**src/bap_pkg.sv**
```systemverilog
// Shared types and constants for the 2x2 block-average pixelator.
package bap_pkg;

    // Configuration register indexes
    localparam int CFG_INDEX_W = 2;
    localparam logic [CFG_INDEX_W-1:0] REG_WIDTH_PAIRS  = 2'd0;
    localparam logic [CFG_INDEX_W-1:0] REG_HEIGHT_PAIRS = 2'd1;
    localparam int CFG_DATA_W = 10;
    localparam logic [CFG_DATA_W-1:0] PAIRS_RESET = 10'd256;

    // Queue between the front and the back
    localparam int QUEUE_DEPTH = 4;
    localparam int QUEUE_AW    = 2;

    typedef struct packed {
        logic [7:0] pixel;
        logic       start_of_frame;
    } bap_pixel_t;

    typedef struct packed {
        logic [8:0] block_row;
        logic [8:0] block_col;
        logic [7:0] mean;
        logic       last_in_frame;
    } bap_block_t;

    // Block waiting for its line-store read
    typedef struct packed {
        logic [8:0] block_row;
        logic [8:0] block_col;
        logic [8:0] pair_sum;
        logic       last_in_frame;
    } bap_job_t;

    // Block with both pair sums, ready for the mean
    typedef struct packed {
        logic [8:0] block_row;
        logic [8:0] block_col;
        logic [8:0] pair_sum;
        logic [8:0] line_sum;
        logic       last_in_frame;
    } bap_entry_t;

    typedef struct packed {
        logic       valid;
        bap_entry_t entry;
    } bap_push_t;

    typedef struct packed {
        logic full;
        logic empty;
    } bap_qstat_t;

endpackage

```
**src/bap_back.sv**
```systemverilog
// Back end: forms the block mean and holds it in the output register.
module bap_back (
    input  logic                 clk,
    input  logic                 rst_n,
    input  bap_pkg::bap_entry_t  head,
    input  bap_pkg::bap_qstat_t  q_stat,
    output logic                 pop,
    output logic                 blk_valid,
    input  logic                 blk_stall,
    output bap_pkg::bap_block_t  blk_word
);
    import bap_pkg::*;

    logic       blk_valid_reg, blk_valid_next;
    bap_block_t blk_word_reg, blk_word_next;
    logic [9:0] sum;

    // Take the next block when the output register is empty or being taken
    assign pop = ~q_stat.empty & (~blk_valid_reg | ~blk_stall);

    always_comb
    begin
        sum = {1'b0, head.pair_sum} + {1'b0, head.line_sum};
        blk_word_next.block_row     = head.block_row;
        blk_word_next.block_col     = head.block_col;
        blk_word_next.mean          = sum[9:2];
        blk_word_next.last_in_frame = head.last_in_frame;

        blk_valid_next = blk_valid_reg & blk_stall;
        if (pop)
            blk_valid_next = 1'b1;
    end

    always_ff @(posedge clk or negedge rst_n)
    begin
        if (!rst_n)
            blk_valid_reg <= 1'b0;
        else
            blk_valid_reg <= blk_valid_next;
    end

    always_ff @(posedge clk)
    begin
        if (pop)
            blk_word_reg <= blk_word_next;
    end

    assign blk_valid = blk_valid_reg;
    assign blk_word  = blk_word_reg;

endmodule

```
**config.mk**
```make
export PLATFORM = sky130hd
export DESIGN_NAME = bap_back
export DESIGN_NICKNAME = d
export VERILOG_FILES = /design/src/bap_pkg.sv /design/src/bap_back.sv
export SDC_FILE = /design/constraint.sdc
export NUM_CORES = 1
export LEC_CHECK = 0
export BUFFER_PORTS_ARGS = -buffer_cell sky130_fd_sc_hd__buf_2
export CORE_MARGIN = 2
export CORE_UTILIZATION = 45
export DETAILED_ROUTE_END_ITERATION = 16
export HOLD_SLACK_MARGIN = 0.1
export MAX_ROUTING_LAYER = met4
export PLACE_DENSITY = 0.94
export RECOVER_POWER = 50
export SLEW_MARGIN = 15
export SYNTH_ARGS = -nofsm -noshare
export SYNTH_HDL_FRONTEND = slang
export SYNTH_SLANG_ARGS = --single-unit
```
**constraint.sdc**
```tcl
create_clock -name clk -period 3.9 [get_ports clk]
set_clock_uncertainty 0.05 [all_clocks]
set_input_delay 0.39 -clock clk [delete_from_list [all_inputs] [get_ports clk]]
set_output_delay 0.39 -clock clk [all_outputs]
set_load 0.02 [all_outputs]
```
# Word level (Yosys, flattened, before mapping)
# Cells that the tools add are included.
totals:
  reg_bits: 28
  input_bits: 42
  output_inout_bits: 29
  elab_cells: 13
classes:
  addsub: 1
  n_mux: 1
  bitwise_logic: 6
op_table:
  columns: ["operator", "n"]
  rows:
  - ["$add A9 B9 Y10", 1]
  - ["$not A1 Y1", 3]
  - ["$and A1 B1 Y1", 2]
  - ["$mux W1", 1]
  - ["$or A1 B1 Y1", 1]

# Depth between registers and ports, before layout
depth:
  word_depth: 4
  depth_mapped: 5
  ltp_nobuf: 5

# Worst setup path before layout
# Ideal clock, no wire load.
synth_timing:
  kind: "reg2reg"
  from: "reg blk_valid_reg (netlist: blk_valid)"
  to: "reg blk_word_reg (netlist bit blk_word[0]) (enable)"
  setup_ns: 0.434
  arrival_time_ns: 2.137
  required_ns: 3.416
  setup_slack_ns: 1.279
  stages_incl_launch_ff: 2
  path_cell_list: "dfrtp_1 -> a21oi_1"
synth_via:
  elab_chain_cells: 3
synth_rtl:
  columns: ["item", "line_no", "text"]
  rows:
  - ["start: declaration", "bap_back.sv:14", "logic blk_valid_reg, blk_valid_next;"]
  - ["start signal: assignment", "bap_back.sv:39", "blk_valid_reg <= blk_valid_next;"]
  - ["$not A1 Y1", "bap_back.sv:19", "assign pop = ~q_stat.empty & (~blk_valid_reg | ~blk_stall);"]
  - ["$or A1 B1 Y1", "bap_back.sv:19", null]
  - ["$and A1 B1 Y1", "bap_back.sv:19", null]
  - ["via pop", "bap_back.sv:7", "output logic pop,"]
  - ["end signal: assignment", "bap_back.sv:45", "blk_word_reg <= blk_word_next;"]
  - ["end: declaration", "bap_back.sv:15", "bap_block_t blk_word_reg, blk_word_next;"]
# The timed path passes the listed nets, and every way through them passes these cells.
# A chain may end at the register's enable or synchronous reset.

# Final worst setup path
layout_timing:
  from: "reg blk_valid_reg (netlist: blk_valid)"
  to: "out pop"
layout_via:
  elab_chain_cells: 3
layout_rtl:
  columns: ["item", "line_no"]
  rows:
  - ["$not A1 Y1", "bap_back.sv:19"]
  - ["$or A1 B1 Y1", "bap_back.sv:19"]
  - ["$and A1 B1 Y1", "bap_back.sv:19"]
  - ["end: declaration", "bap_back.sv:7"]
# No other way between the ends.

==> flow_summary_export.csv <==
group,metric,value,unit
setup_path,setup.worst_path.start_class,"flip-flop",
clock_network,clk_pin_slew_worst_paths,140,ps
global_route,global_route.overflow_total,0,
clock_network,htreeDepth,1,
timing,report.final.setup_viol,0,
synth,synth.net_count,116,
setup_path,critical_path.endpoint_type,"primary output",
timing,hold-worst-slack,188,ps
clock_network,clk_latency,310,ps
min_path,hold-path-cell-count,1,
cells_and_area,ff_latch_area,836,µm²
drt,number_of_design_rule_violations_left_after_detail_routing,0,
timing,tightestPinTransition,865,ps
power_and_ir_drop,vdd_drop_max,0.000256,V
drt,drtIter0Drc,14,
timing,timing.slew.headroom,0.424,
synth,synth_cell_types,22,
drt,dr_total_vias,859,
setup_path,worst-setup-path-type,"reg2out",
setup_path,critical_path.cell_chain,"a21oi_2 > buf_2",
timing,period_minus_slack,2180,ps
clock_network,tritoncts_num_sinks,28,
drt,met2_wirelength,1330,µm
setup_path,cp_slowest_stage_delay,680,ps
die,die_area,2950,µm²
min_path,worstHoldPathType,"in2reg",
cells_and_area,multi_input_combinational_cell_area,302,µm²
clock_network,post_cts_resized,0,
drt,drt_pass1_iterations,4,
setup_path,crit_required,3460,ps
setup_path,crit_path_top_delay_cell,"sky130_fd_sc_hd__a21oi_2",
global_route,groute.usage.overall,0.185,
die,core_region_area,2430,µm²
die,fp.dieH,54.3,µm
synth,yosys_register_bits,28,
timing,fin_setup_tns,0,ps
job,max_cap_violations,0,
synth,synthesis.area_per_instance,17.2,µm²
timing,unrepaired_setup_endpoints_after_global_routing,"false",
synth,synthDominantCellAreaShare,0.713,
synth,synth_top_cells_by_area,"sky130_fd_sc_hd__edfxtp_1 (71%), sky130_fd_sc_hd__ha_1 (8.8%), sky130_fd_sc_hd__xnor2_1 (3.1%)",
synth,syn_area,1140,µm²
cells_and_area,layoutNonFillerInstCount,171,
global_route,antenna_violations_before_repair,0,
timing,final_min_period_over_clock_period,0.559,
drt,drt-wirelength-per-cell,15.9,µm
drt,amount_of_wire_on_met3_after_detailed_routing,376,µm
placed_design,placement.setup.worst_slack,1660,ps
clock_network,cts_setup_buffers,0,
synth,yosysSeqAreaShare,0.735,
drt,highest-signal-layer,"met4",
die,io-pin-count,71,
placed_design,hpwl,2100,µm
synth,synth_top_area_cell,"sky130_fd_sc_hd__edfxtp_1",
setup_path,worst_path_dominant_cell_family,"compound AO/OA/AOI/OAI gates",
cells_and_area,finish.net_count,192,
clock_network,ctsHoldBuffers,1,
synth,post_synth_inst_count,66,
setup_path,r2r.worst_path.cells,2,
power_and_ir_drop,power_density,425,nW/µm²
die,initial_core_util,0.468,
drt,met1Wirelength,997,µm
cells_and_area,syn2layout_area_growth,37.8,%
power_and_ir_drop,design_power_total,0.666,mW
die,die_width,54.3,µm
setup_path,critical_path_buf_inv_count,1,
global_route,grt_max_degree,17,
cells_and_area,final.fill_count,194,
placed_design,dp.cells,166,
timing,hold_viol_final,0,
clock_network,clk_path_buf_depth,2,
global_route,grt_pass1_vias,787,
global_route,grt_first_pass_wirelength,3610,µm
setup_path,timing.critical_path.depth,2,
cells_and_area,post_route_cells_drive_above_1_share,0.390,
drt,routed_wirelength,2720,µm
setup_path,timing.critical_path.arrival,1740,ps
timing,slew_violations,0,
clock_network,cts_tree,"yes",
cells_and_area,largest_register_ffs,27,
clock_network,tritoncts.num_buffers,3,
timing,fmaxAchievable,459,MHz
drt,ant_nets,0,
clock_network,root_buffer,"sky130_fd_sc_hd__clkbuf_4",
synth,synth_warnings,0,
placed_design,buffer_ports.inserted,69,
timing,postLayoutSetupSlackWorst,1720,ps
cells_and_area,antenna-diode-count,0,
run_status,result_of_the_run,"complete, no violations",
die,core.rowCount,18,
power_and_ir_drop,leakagePower,0.663,nW
drt,avgViaCountPerCell,5.02,
setup_path,critical_path_peak_fanout,16,
placed_design,gp_congestion,0.727,
-- power by group --
| group | total (mW) | internal [mW] | switching [mW] |
|---|---|---|---|
| Combinational | 0.121 | 0.0476 | 0.0731 |
| Sequential | 0.364 | 0.357 | 0.00661 |
| Clock | 0.181 | 0.104 | 0.0776 |
| Total | 0.666 | 0.509 | 0.157 |
-- worst register-to-register path, cell delays in order (launching register included) --
cell	delay [ps]
sky130_fd_sc_hd__dfrtp_1	440
sky130_fd_sc_hd__a21oi_2	680
sky130_fd_sc_hd__buf_4	350
-- Yosys cell counts --
cell type and number:
sky130_fd_sc_hd__a31oi_1 1, sky130_fd_sc_hd__inv_1 1, sky130_fd_sc_hd__and2_1 1, sky130_fd_sc_hd__ha_1 8, sky130_fd_sc_hd__a221oi_1 1, sky130_fd_sc_hd__o21ai_0 1, sky130_fd_sc_hd__and3_1 1, sky130_fd_sc_hd__nand2_1 3
sky130_fd_sc_hd__o21a_1 2, sky130_fd_sc_hd__nor2_1 3, sky130_fd_sc_hd__xnor2_1 4, sky130_fd_sc_hd__nand4_1 1, sky130_fd_sc_hd__a221oi_2 1, sky130_fd_sc_hd__o31ai_1 1, sky130_fd_sc_hd__dfrtp_1 1, sky130_fd_sc_hd__xor2_1 1
sky130_fd_sc_hd__a21boi_0 2, sky130_fd_sc_hd__a21oi_1 3, sky130_fd_sc_hd__o21bai_1 1, sky130_fd_sc_hd__a21o_1 1, sky130_fd_sc_hd__edfxtp_1 27, sky130_fd_sc_hd__a221o_1 1
-- area by class of cell --
cell class | instances | share of cell area
multi-input cells | 37 | 0.192
well taps | 30 | 0.0239
repair buffers | 71 | 0.215
clock inverters | 1 | 0.0192
flip-flops and latches | 28 | 0.533
inverters | 1 | 0.00239
clock buffers | 3 | 0.0144
-- through the flow --
stage	utilization	cell area [µm²]
5_1_grt	0.645	1570
3_5_place_dp	0.630	1530
6_report	0.645	1570
2_1_floorplan	-	1140
3_3_place_gp	0.630	1530
4_1_cts	0.655	1590
-- worst paths after layout --
check | startpoint | to | slack, ps
setup / recovery | blk_valid$_DFF_PN0_ | pop | 1720
max in group asynchronous | rst_n | blk_valid$_DFF_PN0_ | 3360
setup reg to reg | blk_valid$_DFF_PN0_ | blk_word[24]$_DFFE_PP_ | 2090
min in group asynchronous | rst_n | blk_valid$_DFF_PN0_ | 320
hold / removal | head[36] | blk_word[26]$_DFFE_PP_ | 190
hold reg to reg | blk_valid$_DFF_PN0_ | blk_valid$_DFF_PN0_ | 550
-- layout by cell type (no fill, tap or decap), types with 2 or more instances in the layout --
| cell type | Yosys | layout |
|---|---|---|
| sky130_fd_sc_hd__nand2_1 | 3 | 3 |
| sky130_fd_sc_hd__o21a_1 | 2 | 2 |
| sky130_fd_sc_hd__nor2_1 | 3 | 3 |
| sky130_fd_sc_hd__a21oi_1 | 3 | 2 |
| sky130_fd_sc_hd__a21boi_0 | 2 | 2 |
| sky130_fd_sc_hd__edfxtp_1 | 27 | 27 |
| sky130_fd_sc_hd__xnor2_1 | 4 | 4 |
| sky130_fd_sc_hd__buf_2 | 0 | 48 |
| sky130_fd_sc_hd__clkbuf_4 | 0 | 3 |
| sky130_fd_sc_hd__ha_1 | 8 | 8 |
| sky130_fd_sc_hd__clkbuf_1 | 0 | 21 |
-- kinds of logic (layout without fill, tap and decap cells) --
kind of cell               after synthesis  in the layout  share of synthesized area
DFF                                     28             28                      0.735
buffers and inverters                    1             76                    0.00330
xor gates and xnor gates                 5              5                     0.0385
adders and majority gates                8              8                     0.0880
AOI/OAI and AO/OA                       15             15                     0.0990
and+or+nand+nor                          9              9                     0.0363
-- routing by layer --
metal,track usage,up-vias
met3,0.0383,2
met1,0.215,384
li1,-,411
met4,0.0500,0
met5,-,-
met2,0.323,62
No activity file was read; power rests on OpenSTA's default activity.
