[src/bap_pkg.sv]
// Shared types and constants for the 2x2 block-average pixelator.
package bap_pkg;

    // Configuration register indexes
    localparam int CFG_INDEX_W = 2;
    localparam logic [CFG_INDEX_W-1:0] REG_WIDTH_PAIRS  = 2'd0;
    localparam logic [CFG_INDEX_W-1:0] REG_HEIGHT_PAIRS = 2'd1;
    localparam int CFG_DATA_W = 10;
    localparam logic [CFG_DATA_W-1:0] PAIRS_RESET = 10'd256;

    // Queue between the front and the back
    localparam int QUEUE_DEPTH = 4;
    localparam int QUEUE_AW    = 2;

    typedef struct packed {
        logic [7:0] pixel;
        logic       start_of_frame;
    } bap_pixel_t;

    typedef struct packed {
        logic [8:0] block_row;
        logic [8:0] block_col;
        logic [7:0] mean;
        logic       last_in_frame;
    } bap_block_t;

    // Block waiting for its line-store read
    typedef struct packed {
        logic [8:0] block_row;
        logic [8:0] block_col;
        logic [8:0] pair_sum;
        logic       last_in_frame;
    } bap_job_t;

    // Block with both pair sums, ready for the mean
    typedef struct packed {
        logic [8:0] block_row;
        logic [8:0] block_col;
        logic [8:0] pair_sum;
        logic [8:0] line_sum;
        logic       last_in_frame;
    } bap_entry_t;

    typedef struct packed {
        logic       valid;
        bap_entry_t entry;
    } bap_push_t;

    typedef struct packed {
        logic full;
        logic empty;
    } bap_qstat_t;

endpackage

[src/bap_queue.sv]
// Short queue of finished blocks between the front and the back.
module bap_queue (
    input  logic                 clk,
    input  logic                 rst_n,
    input  bap_pkg::bap_push_t   push,
    input  logic                 pop,
    output bap_pkg::bap_entry_t  head,
    output bap_pkg::bap_qstat_t  q_stat
);
    import bap_pkg::*;

    bap_entry_t            slot_mem [0:QUEUE_DEPTH-1];
    logic [QUEUE_AW-1:0]   wr_ptr_reg, rd_ptr_reg;
    logic [QUEUE_AW:0]     count_reg, count_next;

    always_comb
    begin
        count_next = count_reg;
        if (push.valid && !pop)
            count_next = count_reg + (QUEUE_AW+1)'(1);
        else if (!push.valid && pop)
            count_next = count_reg - (QUEUE_AW+1)'(1);
    end

    always_ff @(posedge clk or negedge rst_n)
    begin
        if (!rst_n)
        begin
            wr_ptr_reg <= '0;
            rd_ptr_reg <= '0;
            count_reg  <= '0;
        end
        else
        begin
            if (push.valid)
                wr_ptr_reg <= wr_ptr_reg + QUEUE_AW'(1);
            if (pop)
                rd_ptr_reg <= rd_ptr_reg + QUEUE_AW'(1);
            count_reg <= count_next;
        end
    end

    always_ff @(posedge clk)
    begin
        if (push.valid)
            slot_mem[wr_ptr_reg] <= push.entry;
    end

    assign head         = slot_mem[rd_ptr_reg];
    assign q_stat.full  = (count_reg == (QUEUE_AW+1)'(QUEUE_DEPTH));
    assign q_stat.empty = (count_reg == '0);

endmodule

[config.mk]
export PLATFORM = sky130hd
export DESIGN_NAME = bap_queue
export DESIGN_NICKNAME = d
export VERILOG_FILES = /design/src/bap_pkg.sv /design/src/bap_queue.sv
export SDC_FILE = /design/constraint.sdc
export NUM_CORES = 1
export LEC_CHECK = 0
export BUFFER_PORTS_ARGS = -buffer_cell sky130_fd_sc_hd__buf_2
export CORE_UTILIZATION = 55
export DETAILED_ROUTE_END_ITERATION = 10
export PLACE_DENSITY = 0.86
export SYNTH_ARGS = -nofsm -noshare
export SYNTH_HDL_FRONTEND = slang
export SYNTH_SLANG_ARGS = --single-unit
[constraint.sdc]
create_clock -name clk -period 3.05 [get_ports clk]
set_input_delay 0.305 -clock clk [delete_from_list [all_inputs] [get_ports clk]]
set_output_delay 0.305 -clock clk [all_outputs]
set_load 0.005 [all_outputs]
* Word-level counts from Yosys, hierarchy flattened *
Memory sizes are Yosys's and may differ from the RTL's.
Index checks and enable logic that the tools add are counted.

word-level totals
  flip-flop bits (word level) = 7
  latch bits = 0
  bits in writable memories = 148
  memory bits (read-only) = 0
  memories = 1

memories
  memory    depth  bits a word  read ports  clocked after memory_dff  wr ports  line             text
  slot_mem  4      37           1           0                         1         bap_queue.sv:12  bap_entry_t slot_mem [0:QUEUE_DEPTH-1];

cells by class
  add/subtract/negate cells = 4
  multipliers = 0
  divide/modulo/power cells = 0
  $lt $le $gt $ge = 0
  equality and inequality tests = 1
  shift operators = 0
  mux-type cells = 4
  bitwise operators = 0
  reduce and logical (&&, ||, !) cells = 6

operators by type and width
  cell                                               count
  2-to-1 mux 3 bit                                   2
  adder 2 x 1 -> 2 bit (second input constant)       2
  adder 3 x 1 -> 3 bit (second input constant)       1
  == test 3 bit (second input constant)              1
  zero test 3 bit                                    1
  subtractor 3 x 1 -> 3 bit (second input constant)  1
  logical AND 1 bit                                  2
  zero test 1 bit                                    2
  2-to-1 mux 1 bit                                   2
  nonzero test 2 bit                                 1

* Logic depth before layout (Yosys ltp) *
Gate-level depths: netlist (run 1).

  depth after elaboration = 4
  mapped depth = 7
  mapped depth without buffers = 7

* Least setup slack after synthesis (run 1) *
OpenSTA, ideal clock, no wires.

  kind = register -> register
  start point = reg wr_ptr_reg[0]
  end point = mem slot_mem[2][0] (netlist name) (enable)
  library setup time = 0.398 ns
  data arrival time = 1.522 ns
  data required time = 2.652 ns
  path slack = 1.130 ns
  cell stages (with the launch flop) = 4
  clock period less this slack = 1.920 ns
  cells stage by stage = dfrtp_1 inv_1 ha_1 and2_1

RTL lines
  element                 line             text
  from (decl)             bap_queue.sv:13  logic [QUEUE_AW-1:0] wr_ptr_reg, rd_ptr_reg;
  from (signal assigned)  bap_queue.sv:36  wr_ptr_reg <= wr_ptr_reg + QUEUE_AW'(1);
  to (decl)               bap_queue.sv:12

Straight into the memory's write port.

==> results_dict.tcl, run 1 <==
set metrics [dict create \
    netSwitchingPower_mw 1.75 \
    layout.filler_cells 605 \
    slew-limit-headroom_pct 33.8 \
    p_total_mw 6.59 \
    finalMaxSlewViolations 0 \
    comb_power_share_pct 25.1 \
    layout.cells.most_common "sky130_fd_sc_hd__edfxtp_1" \
    post-place-ws_ns 1.15 \
    ys_warn_count 0 \
    cp-end-kind "output pin" \
    tritoncts "built" \
    grt_max_degree 38 \
    grt_setup_unrepaired "false" \
    final_setup_violations 0 \
    tns_ns 0 \
    crit_chain "buf_4, mux4_2, buf_2" \
    detailroute.via_count 2679 \
    grtUsageTotal_pct 19.4 \
    cp_top_family "multiplexers" \
    hpwl_reported_at_the_end_of_detailed_placement_mm 5.51 \
    routedLengthMet1_mm 3.96 \
    max_ir_drop_vdd_mv 0.487 \
    clockPowerShare_pct 30.0 \
    critical_path.max_stage_delay_ns 0.58 \
    cts.htree.levels 4 \
    dieHeight_um 104 \
    grt_antenna_before_repair 1 \
    die_w_um 104 \
    core_region_area_um2 9910 \
    critical_path_buf_inv_count 2 \
    finalWorstPathRequiredPeriod_ns 2.34 \
    grt_first_pass_wirelength_mm 15.0 \
    power_frac_seq_pct 44.9 \
    finish.utilization_pct 73.1 \
    layout_setup_ws_ns 0.715 \
    timing.setup.critical_path_class "reg2out" \
    yosys.cell_types.count 19 \
    fin_nets 409 \
    met3_length_um 475 \
    min-delay-start "push[37]" \
    postSynthNetCount 274 \
    p_leak_nw 2.56 \
    timing.hold.ws_ns 0.0600 \
    drt-wirelength-per-cell_um 18.7 \
    layout.area.seq_um2 4620 \
    grt_pass1_vias 2886 \
    timing.final.hold_violations 0 \
    maxClockFrequency_mhz 428 \
    yosys_register_bits 155 \
    internal-power_mw 4.84 \
    die_area_um2 10800 \
    drt_pre_antenna_iters 4 \
    clk_transition_reported_paths_ns 0.06 \
    final_routed_wirelength_across_all_metal_layers_mm 9.51 \
    timing.critical_path.slowest_stage_cell "sky130_fd_sc_hd__mux4_2" \
    crit_required_ns 2.74 \
    layout_cell_share_with_drive_strength_beyond_1_pct 42.1 \
    start_kind "flop" \
    cp_max_fo 24 \
    syn-instance-count 227 \
    drc_errors 0 \
    numClockSinks 155 \
    floorplan.rows 36 \
    viasPerCell 5.26 \
    cts_root_buf "sky130_fd_sc_hd__clkbuf_8" \
    clock_skew_ns 0.00721 \
    final_critical_path_share_of_the_clock_period_pct 76.6 \
    worst_setup_path_startpoint "rd_ptr_reg[0]" \
    max_cap_viol_count 0 \
    mapped_cell_area_um2 5720 \
    highest_layer "met4" \
    largest_reg_flops 148 \
    cp.arrival_ns 2.03 \
    p_per_area_nw_per_um2 910 \
    wl_met2_mm 4.98 \
    global_route.overflow_total 0 \
    cts_max_path_buffers 2 \
    cts-buffers-inserted 17 \
    worst-slew-pin-transition_ns 0.993 \
    initial_core_util_pct 57.8 \
    area.growth.synth_to_final_pct 26.5 \
    io-pin-count 80 \
    multi_input_area_um2 1040 \
    clkLatencyLatePin_ns 0.52 \
    place_congestion 0.669 \
    io_buffer_count 79 \
    launch_instance_of_the_worst_register_to_register_path "wr_ptr_reg[0]" \
    hold_path_class "in2reg" \
    switching_share_pct 26.6 \
    most-common-layout-cells "sky130_fd_sc_hd__edfxtp_1 (148), sky130_fd_sc_hd__buf_2 (79), sky130_fd_sc_hd__dlygate4sd3_1 (39)" \
    drt_iter0_markers 111 \
    avg_synthesized_cell_area_um2 25.2 \
    synth-seq-area-share_pct 80.7 \
    antenna_violating_nets_post_route 0 \
    run_status "complete, no violations" \
]
-- worst reg2reg max path, cell delays in order, from the launching register on --
cell	delay [ns]
sky130_fd_sc_hd__dfrtp_1	0.42
sky130_fd_sc_hd__inv_1	0.10
sky130_fd_sc_hd__ha_1	0.13
sky130_fd_sc_hd__and2_2	0.40
sky130_fd_sc_hd__buf_4	0.43
-- worst paths after layout --
| kind | slack (ns) | depth (start not counted) | end |
|---|---|---|---|
| hold / removal | 0.06 | 2 | wr_ptr_reg[0] |
| setup / recovery | 0.71 | 3 | head[10] |
| setup reg to reg | 1.23 | 4 | slot_mem[0][1] |
| hold reg to reg | 0.52 | 1 | count_reg[2] |
| max in group asynchronous | 2.71 | 2 | rd_ptr_reg[0] |
| min in group asynchronous | 0.16 | 2 | count_reg[2] |
-- cell families (layout without fill, tap and decap cells) --
group                      count (synthesis)  in the layout  share of synthesized area, %
DFF                                      155            155                          80.7
buffers and inverters                     12            160                          1.25
muxes                                     38             38                          14.8
other                                      0              1                             0
AOI/OAI and AO/OA                          1              1                        0.0873
adders and majority gates                  6              6                          1.44
and+or+nand+nor                            9              9                         0.852
xor gates and xnor gates                   6              6                         0.918
-- power groups by stage --
stage / Clock [mW] / Sequential (mW) / Combinational [mW]
after global placement: 0 / 2.98 / 1.63
after detailed placement: 0 / 3.01 / 1.66
after CTS: 2.02 / 2.96 / 1.71
final: 1.98 / 2.96 / 1.66
after floorplan: 0 / 2.93 / 1.12
after global routing: 2.10 / 3.00 / 1.82
-- repair_timing --
item	in CTS	in global routing
hold buffers	39	0
setup buffers	0	0
endpoints found under the hold margin	156	0
resized for setup	0	0
-- area by class of cell --
class | instances | share of cell area [%]
diodes | 1 | 0.0346
clock buffers | 18 | 5.77
multi-input cells | 60 | 14.3
repair buffers | 124 | 11.5
inverters | 4 | 0.207
flip-flops and latches | 155 | 63.8
clock inverters | 14 | 2.02
well taps | 133 | 2.30
-- Yosys cell counts, drive strengths merged --
| master | instances | area share [%] |
|---|---|---|
| and2 | 4 | 0.44 |
| buf | 7 | 0.92 |
| clkbuf | 1 | 0.066 |
| dfrtp | 7 | 3.1 |
| edfxtp | 148 | 78 |
| fa | 1 | 0.35 |
| ha | 5 | 1.1 |
| inv | 4 | 0.26 |
| mux2 | 1 | 0.20 |
| mux4 | 37 | 15 |
| nand2 | 2 | 0.13 |
| nor2 | 1 | 0.066 |
| nor3 | 1 | 0.087 |
| nor3b | 1 | 0.13 |
| o21ai | 1 | 0.087 |
| xnor2 | 2 | 0.31 |
| xor2 | 4 | 0.61 |
-- metal layers --
metal / global-route usage (%) / up-vias
met4: 7.35 / 0
met2: 32.1 / 77
met5: 0 / -
met1: 23.9 / 1363
li1: - / 1231
met3: 6.58 / 8
-- metrics by stage --
step	cells	cell area, um^2
floorplan	227	5720
global placement	437	6280
detailed placement	437	6280
CTS	508	7240
global route	509	7240
finish	509	7240
Power figures use the tool's default switching activity.
==> run 2: changes to the inputs <==
--- a/config.mk
+++ b/config.mk
@@ -6,9 +6,9 @@
 export NUM_CORES = 1
 export LEC_CHECK = 0
 export BUFFER_PORTS_ARGS = -buffer_cell sky130_fd_sc_hd__buf_2
-export CORE_UTILIZATION = 55
+export CORE_UTILIZATION = 51
 export DETAILED_ROUTE_END_ITERATION = 10
-export PLACE_DENSITY = 0.86
+export PLACE_DENSITY = 0.84
 export SYNTH_ARGS = -nofsm -noshare
 export SYNTH_HDL_FRONTEND = slang
 export SYNTH_SLANG_ARGS = --single-unit
==> constraint.sdc (replaced) <==
create_clock -name clk -period 1.9 [get_ports clk]
set_input_delay 0.19 -clock clk [delete_from_list [all_inputs] [get_ports clk]]
set_output_delay 0.19 -clock clk [all_outputs]
set_load 0.005 [all_outputs]
==> run 2 against run 1 <==
The run now ends with setup timing left. Sequential power is 58% higher. Cell count up 4.1%. Setup slack worse by 0.85 ns. Highest routed layer unchanged.
==> results_dict.tcl, run 2 (synthesis results as in run 1) <==
set metrics [dict create \
    run_status "finished with violations" \
    failed_checks "setup timing" \
    finalMaxSlewViolations 0 \
    layout_cell_share_with_drive_strength_beyond_1_pct 44.4 \
    dp.cells 450 \
    cts-buffers-inserted 17 \
    io_buffer_count 79 \
    drc_errors 0 \
    p_per_area_nw_per_um2 1490 \
    fin_area_um2 7490 \
    instances_no_fill 530 \
    timing.setup.critical_path_class "reg2out" \
    cts_max_path_buffers 2 \
    io-pin-count 80 \
    finalWorstPathRequiredPeriod_ns 2.04 \
    place_congestion 0.670 \
    worst-slew-pin-transition_ns 0.372 \
    tns_ns -4.08 \
    crit_chain "buf_12, clkbuf_16, mux4_2, buf_2" \
    cp_top_family "multiplexers" \
    crit_required_ns 1.71 \
    diodes 0 \
    slew-limit-headroom_pct 75.2 \
    floorplan.rows 38 \
    max_ir_drop_vdd_mv 0.694 \
    global_route.overflow_total 0 \
    tritoncts "built" \
    cp_max_fo 8 \
    detailroute.via_count 2818 \
    die_area_um2 11700 \
    numClockSinks 155 \
    dieHeight_um 108 \
    cp-end-kind "output pin" \
    launch_instance_of_the_worst_register_to_register_path "wr_ptr_reg[0]" \
    start_kind "flop" \
    grt_setup_unrepaired "true" \
    timing.final.hold_violations 0 \
    final_setup_violations 37 \
    area.growth.synth_to_final_pct 30.9 \
    hpwl_reported_at_the_end_of_detailed_placement_mm 6.15 \
    grt_first_pass_wirelength_mm 15.4 \
    critical_path.max_stage_delay_ns 0.50 \
    reg2reg_setup_slack_ns 0.41 \
    initial_core_util_pct 52.6 \
    max_cap_viol_count 0 \
    grtUsageTotal_pct 18.8 \
    highest_layer "met4" \
    dpl_cell_area_um2 6370 \
    most-common-layout-cells "sky130_fd_sc_hd__edfxtp_1 (148), sky130_fd_sc_hd__buf_2 (78), sky130_fd_sc_hd__dlygate4sd3_1 (40)" \
    layout_setup_ws_ns -0.139 \
    wl_met2_mm 5.57 \
    grt_antenna_before_repair 0 \
    worstSetupPathDepth 4 \
    clkLatencyLatePin_ns 0.51 \
    post-place-ws_ns 0.380 \
    final_routed_wirelength_across_all_metal_layers_mm 10.6 \
    drt_iter0_markers 151 \
    cts.htree.levels 4 \
    core_region_area_um2 10900 \
    viasPerCell 5.32 \
    antenna_violating_nets_post_route 0 \
    die_w_um 108 \
    critical_path_buf_inv_count 3 \
    timing.critical_path.slowest_stage_cell "sky130_fd_sc_hd__mux4_2" \
    ff2ff_path_depth 4 \
    hold_path_class "in2async" \
    fin_nets 424 \
    grt_max_degree 25 \
    drt-wirelength-per-cell_um 20.0 \
    clock_skew_ns 0.00665 \
    maxClockFrequency_mhz 490 \
    routedLengthMet1_mm 4.42 \
    cp.arrival_ns 1.85 \
    met3_length_um 506 \
    largest_reg_flops 148 \
    worst_r2r_endpoint "slot_mem[2][9]" \
    cts_root_buf "sky130_fd_sc_hd__clkbuf_8" \
    grt_pass1_vias 2954 \
    final_critical_path_share_of_the_clock_period_pct 107 \
    drt_pre_antenna_iters 4 \
    layout.cells.most_common "sky130_fd_sc_hd__edfxtp_1" \
    clk_transition_reported_paths_ns 0.06 \
    p_leak_nw 2.68 \
]
-- run 2: cell type report --
class | count | area [um^2]
clock buffer | 20 | 435
clock inverter | 12 | 125
fill | 684 | 3400
inverter | 4 | 15.0
multi-input combinational | 60 | 1040
sequential | 155 | 4620
tap | 140 | 175
timing repair buffer | 139 | 1080
-- run 2: per-stage QoR --
stage          util, %  hold slack (ns)  total power, mW
4_1_cts           67.4          0.00936             10.9
6_report          68.8           0.0500             11.1
3_3_place_gp      58.5           0.0316             7.56
5_1_grt           68.8           0.0268             11.7
3_5_place_dp      58.5           0.0341             7.67
2_1_floorplan        -           -0.106             6.48
-- run 2: power by group --
group / switching, mW / internal [mW]
logic: 1.49 / 1.83
registers: 0.208 / 4.49
clock network: 1.24 / 1.89
-- run 2: worst reg2reg max path: cells and delay by family, from the launching register on --
family,cells,cell delay (ns)
simple gates,1,0.14
flops,1,0.42
buf+inv,2,0.44
fa+ha+maj,1,0.14
-- run 2: worst max-delay path by stage --
stage	start	end	slack (ns)
floorplan	wr_ptr_reg[1]	slot_mem[1][0]	0.002
global placement	rd_ptr_reg[0]	head[9]	0.41
detailed placement	pop	count_reg[2]	0.38
CTS	rd_ptr_reg[0]	head[3]	-0.17
global route	rd_ptr_reg[0]	head[20]	-0.21
finish	rd_ptr_reg[0]	head[14]	-0.14
-- run 2: timing repair --
item | 4_1_cts | 5_1_grt
gates resized for setup | 0 | 2
setup buffers | 0 | 3
cloned | 0 | 5
endpoints found under the setup margin | 37 | 37
hold buffers | 40 | 0
endpoints found under the hold margin | 159 | 0
-- run 2: layer usage --
metal,up-vias,global-route usage [%]
met4,0,6.75
met1,1462,23.3
met2,86,31.5
met3,9,5.49
met5,-,0
li1,1261,-
